`src/fbik_pkg.sv`:
```
// Shared constants, types and the arctangent table for the five-bar leg IK pipeline.
// No dependencies; every other file in src uses it.
package fbik_pkg;

    localparam int COORD_W      = 16;   // target coordinate width
    localparam int ANGLE_FRAC   = 12;   // fraction bits of output angles
    localparam int ANGLE_OUT_W  = 16;   // output angle width
    localparam int LEN_W        = 15;   // link length register width
    localparam int CFG_IDX_W    = 4;
    localparam int CFG_DATA_W   = 16;
    localparam int Q_FRAC       = 30;   // internal angle fraction bits
    localparam int CORDIC_STEPS = 30;
    localparam int ISQRT_STEPS  = 31;   // result bits of the root
    localparam int VEC_W        = 36;   // CORDIC x/y width
    localparam int ANG_W        = 34;   // CORDIC z width
    localparam int SQ_W         = 32;   // square of a 16-bit magnitude
    localparam int LSQ_W        = 30;   // square of a 15-bit length
    localparam int D2_W         = 33;   // sum of two squares
    localparam int NAB_W        = 34;   // signed n, a, b
    localparam int NORM_W       = 31;   // normalized operand width
    localparam int PROD_W       = 62;
    localparam int ROOT_W       = 32;

    localparam logic [CFG_IDX_W-1:0] REG_UPPER = CFG_IDX_W'(0);
    localparam logic [CFG_IDX_W-1:0] REG_LOWER = CFG_IDX_W'(1);
    localparam logic [LEN_W-1:0]     LEN_RESET = LEN_W'(8192);

    localparam logic signed [ANG_W-1:0] HALF_PI_Q30 = 34'sd1686629713;

    // atan(2^-i) in Q4.30
    function automatic logic signed [ANG_W-1:0] atan_q30(input int i);
        case (i)
            0:  return 34'sd843314857;
            1:  return 34'sd497837829;
            2:  return 34'sd263043836;
            3:  return 34'sd133525158;
            4:  return 34'sd67021686;
            5:  return 34'sd33543515;
            6:  return 34'sd16775850;
            7:  return 34'sd8388437;
            8:  return 34'sd4194282;
            9:  return 34'sd2097149;
            10: return 34'sd1048575;
            11: return 34'sd524287;
            12: return 34'sd262143;
            13: return 34'sd131071;
            14: return 34'sd65535;
            15: return 34'sd32767;
            16: return 34'sd16383;
            17: return 34'sd8191;
            18: return 34'sd4095;
            19: return 34'sd2047;
            20: return 34'sd1023;
            21: return 34'sd511;
            22: return 34'sd255;
            23: return 34'sd127;
            24: return 34'sd63;
            25: return 34'sd31;
            26: return 34'sd15;
            27: return 34'sd8;
            28: return 34'sd4;
            29: return 34'sd2;
            default: return '0;
        endcase
    endfunction

    // front end result, one per pipeline slot
    typedef struct packed {
        logic                      vld;
        logic                      unr;
        logic signed [COORD_W-1:0] x;
        logic signed [COORD_W-1:0] y;
        logic signed [NAB_W-1:0]   n;
        logic [PROD_W-1:0]         prod;
    } t_front;

    typedef struct packed {
        logic                    vld;
        logic                    unr;
        logic signed [NAB_W-1:0] n;
    } t_dly_a;

    typedef struct packed {
        logic                    vld;
        logic                    unr;
        logic signed [ANG_W-1:0] heading;
    } t_dly_b;

endpackage

```
`src/fbik_isqrt.sv`:
```
// Pipelined floor square root, one result bit per register stage.
// Depends on fbik_pkg.
module fbik_isqrt (
    input  logic                               i_clk,
    input  logic                               i_en,
    input  logic [fbik_pkg::PROD_W-1:0]        i_val,
    output logic [fbik_pkg::ROOT_W-1:0]        o_root
);
    localparam int N  = fbik_pkg::ISQRT_STEPS;
    localparam int VW = fbik_pkg::PROD_W + 1;

    logic [VW-1:0] r_v   [0:N-1];
    logic [VW-1:0] r_res [0:N-1];
    logic [VW-1:0] n_v   [0:N-1];
    logic [VW-1:0] n_res [0:N-1];

    always_comb begin
        logic [VW-1:0] pv, pr, bitv, t;
        for (int k = 0; k < N; k++) begin
            pv   = (k == 0) ? {1'b0, i_val} : r_v[(k == 0) ? 0 : k - 1];
            pr   = (k == 0) ? '0 : r_res[(k == 0) ? 0 : k - 1];
            bitv = VW'(1) << (2 * (N - 1 - k));
            t    = pr + bitv;
            if (pv >= t) begin
                n_v[k]   = pv - t;
                n_res[k] = (pr >> 1) + bitv;
            end else begin
                n_v[k]   = pv;
                n_res[k] = pr >> 1;
            end
        end
    end

    always_ff @(posedge i_clk) begin
        if (i_en) begin
            for (int k = 0; k < N; k++) begin
                r_v[k]   <= n_v[k];
                r_res[k] <= n_res[k];
            end
        end
    end

    assign o_root = r_res[N-1][fbik_pkg::ROOT_W-1:0];

endmodule

```
`config.mk`:
```
export PLATFORM = sky130hd
export DESIGN_NAME = fbik_isqrt
export DESIGN_NICKNAME = d
export VERILOG_FILES = /design/src/fbik_pkg.sv /design/src/fbik_isqrt.sv
export SDC_FILE = /design/constraint.sdc
export NUM_CORES = 2
export LEC_CHECK = 0
export ABC_CLOCK_PERIOD_IN_PS = 6750
export BUFFER_PORTS_ARGS = -buffer_cell sky130_fd_sc_hd__buf_4
export CORE_ASPECT_RATIO = 0.9
export CORE_MARGIN = 1.5
export CORE_UTILIZATION = 50
export DETAILED_ROUTE_END_ITERATION = 8
export GPL_ROUTABILITY_DRIVEN = 1
export PLACE_DENSITY = 0.71
export SLEW_MARGIN = 20
export SYNTH_ARGS = -nofsm -noshare
export SYNTH_HDL_FRONTEND = slang
export SYNTH_SLANG_ARGS = --single-unit
```
`constraint.sdc`:
```
create_clock -name i_clk -period 6.75 [get_ports i_clk]
set_input_delay 0.675 -clock i_clk [delete_from_list [all_inputs] [get_ports i_clk]]
set_output_delay 0.675 -clock i_clk [all_outputs]
set_load 0.005 [all_outputs]
```
==> flow_metrics.py <==
metrics = {
    "timing": {
        "max_freq_mhz": 204,
        "drv_slew": 0,
        "relSlewSlack_pct": 22.0,
        "min_period_ns": 4.91,
        "fin_skew_ns": 0.0825,
        "finalSetupTns_ns": 0,
        "finalSetupViolCount": 0,
        "hold_viol_final": 0,
        "rsz0062_at_grt": "no",
        "period_share_pct": 72.8,
        "worst_slew_pin_slew_ns": 1.17,
    },
    "yosys": {
        "netlist_area_mm2": 0.114,
        "synth_ff_type": "edfxtp_1",
        "synthArstFlopShare_pct": 0,
        "synth_seq_area_share_pct": 62.7,
        "synth_warnings": 0,
        "synth_nets": 9709,
        "synthTopCellsByArea": "edfxtp_1 63%, ha_1 5.7%, xnor2_1 3.5%",
        "synth_top_area_share_pct": 62.7,
        "netlist-cell-type-count": 86,
        "avgSynthCellArea_um2": 12.5,
        "synth_area_leader_cell": "edfxtp_1",
        "synth_seq_cells": 2386,
        "synth_cells": 9120,
        "synth_edf_count": 2386,
    },
    "setup_path": {
        "required_ns": 7.33,
        "cp.arrival_ns": 5.49,
        "cp_max_fo": 50,
        "endpoint_kind": "register",
        "worstSetupStartpoint": "r_res[1][583]",
        "path_class": "reg2reg",
        "reg2reg_from": "r_res[1][583]",
        "cp-start-kind": "register",
    },
    "global_route": {
        "top_usage_layer": "met2",
        "grt.met3_usage_pct": 3.31,
        "grt_util_met1_pct": 28.3,
        "grt_pass1_vias": 72062,
        "grt_start_max_net_pins": 202,
        "gr-total-overflow": 0,
        "grt_antenna_before_repair": 2,
        "grt_pass1_wl_um": 436000,
        "grtUsageTotal_pct": 24.9,
        "grt_util_met2_pct": 45.4,
    },
    "floorplanning": {
        "rows": 166,
        "die_y_um": 457,
        "die_area_mm2": 0.232,
        "core_mm2": 0.227,
        "ios": 96,
        "start_util_pct": 50.3,
        "die_x_um": 507,
    },
    "route": {
        "wirelength_um": 293000,
        "dr.pass1.iters": 8,
        "ant_nets": 0,
        "routedWlPerCell_um": 23.2,
        "vias": 73090,
        "drcViolationCount": 0,
        "drt_iter0_drc": 6146,
        "via_per_inst": 5.79,
    },
    "clock_network": {
        "clk_latency_ns": 0.90,
        "clkTransAtPathRegs_ns": 0.07,
        "cts_tree": "done",
        "cts_max_level": 4,
        "clk_path_buf_depth": 3,
        "clock-root-buffer": "clkbuf_16",
        "post_cts_buffers": 0,
        "clock-sinks": 2386,
        "cts_buffers": 233,
    },
    "final_layout": {
        "most-common-layout-cells": "2386 x edfxtp_1, 670 x inv_1, 655 x nor2_1",
        "fin_nets": 9968,
        "area_growth_pct": 11.5,
        "final_common_cell": "edfxtp_1",
        "final_layout_size_suffix_gt1_share_pct": 7.07,
        "fin_util_pct": 56.1,
    },
    "power": {
        "p_sw_share_pct": 30.0,
        "p_int_mw": 30.0,
        "pwr-share-comb_pct": 20.7,
        "max-vdd-ir-drop_uv": 326,
        "power_frac_clock_pct": 31.6,
        "p_sw_mw": 12.8,
        "p_seq_share_pct": 47.7,
        "p_leak_nw": 47.8,
        "p_per_area_mw_per_mm2": 336,
    },
    "min_path": {
        "min_from": "i_val[61]",
        "hold_path.class": "in2reg",
    },
    "run_status": {
        "run_status": "completed",
    },
    "placed_design": {
        "routabilityCongestion": 0.929,
        "portBuffers": 94,
        "dpl.hpwl_um": 223000,
    },
    "run": {
        "maxCapViolCount": 0,
    },
}
[through the flow]
step           hold WS [ns]  setup WS (ns)  instance area [um^2]  std cells  total power, mW
2_1_floorplan         0.417           3.12                114000       9120             26.1
3_3_place_gp          0.421           1.95                119000      12106             29.3
3_5_place_dp          0.427           1.90                119000      12108             29.5
4_1_cts              0.0234           1.84                127000      12610             43.0
5_1_grt               0.110           1.67                127000      12611             44.7
6_report             0.0881           1.84                128000      12617             42.8
[cells by family after synthesis]
kind of cell             Yosys count  synth area share [%]
buffers and inverters            856                  2.83
flip-flops                      2386                  62.7
adder cells (fa/ha/maj)          525                  5.75
AO/OA/AOI/OAI                   1702                  9.29
XOR/XNOR                         847                  6.49
other                              1               0.00328
AND/OR/NAND/NOR                 2714                  12.1
multiplexers                      89                 0.869
[what timing repair did]
item	in CTS	in global routing
hold buffers	60	0
setup endpoints to repair	0	0
hold endpoints to repair	60	0
gates resized for setup	0	0
[cells in the mapped netlist (17+ instances only)]
master	instances
and2_1	37
a21o_1	241
o21a_1	86
or3_1	89
a31o_2	17
nor2b_1	70
or4_1	67
a2111oi_0	19
a21oi_1	563
a211oi_1	42
mux2_2	82
o31ai_1	35
inv_1	670
nand2b_1	96
xor2_1	384
ha_1	525
nor2_1	656
edfxtp_1	2386
and4_1	22
a21boi_0	32
nand3_1	149
nor4_1	350
xnor2_1	463
o211ai_1	39
clkbuf_1	155
o21ai_0	381
buf_1	18
nand3b_1	23
o21bai_1	44
a31oi_1	44
or2_2	32
nor4b_1	41
nand2_1	574
nor3b_1	17
nor3_1	261
and3_1	45
nand4_1	139
[path summary, 6_finish.rpt]
| path | to | slack (ns) | depth (start not counted) |
|---|---|---|---|
| setup / recovery | r_v[1][641] | 1.84 | 12 |
| hold / removal | r_v[0][61] | 0.09 | 3 |
| setup reg to reg | r_v[1][641] | 1.84 | 12 |
| hold reg to reg | r_res[1][166] | 0.41 | 0 |
[layout make-up]
type,instances,area (um^2)
Clock buffer,272,5980
Tap cell,3024,3780
Multi-Input combinational cell,5878,39500
Fill cell,18227,99700
Clock inverter,170,2110
Timing Repair Buffer,209,1910
Inverter,671,2520
Sequential cell,2386,71600
Antenna cell,7,17.5
[power groups by stage]
stage	Clock [mW]	Sequential [mW]	Combinational [mW]
floorplan	0	19.8	6.29
finish	13.5	20.4	8.89
global route	14.3	20.6	9.77
global placement	0	20.7	8.65
detailed placement	0	20.7	8.76
CTS	13.7	20.4	8.85
[sequential cells by signal, indices dropped and copies added, names as in the netlist]
| signal | cells |
|---|---|
| r_res | 496 |
| r_v | 1890 |
[critical path, cell delays in order (launching register included)]
cell	delay (ns)
edfxtp_1	0.62
inv_1	0.09
ha_1	0.40
and4_1	0.24
and3_1	0.18
a32o_1	0.23
o21ai_0	0.45
a31oi_1	0.30
o21ai_1	0.42
o31a_1	0.56
clkinv_1	0.24
buf_4	0.35
a21oi_1	0.48
[routing by layer]
layer	wire length, um	vias to the layer above
met5	13	-
met4	16300	2
met3	13500	645
met2	153000	2346
met1	111000	35432
li1	-	34665
No activity file was read; power rests on OpenSTA's default activity.
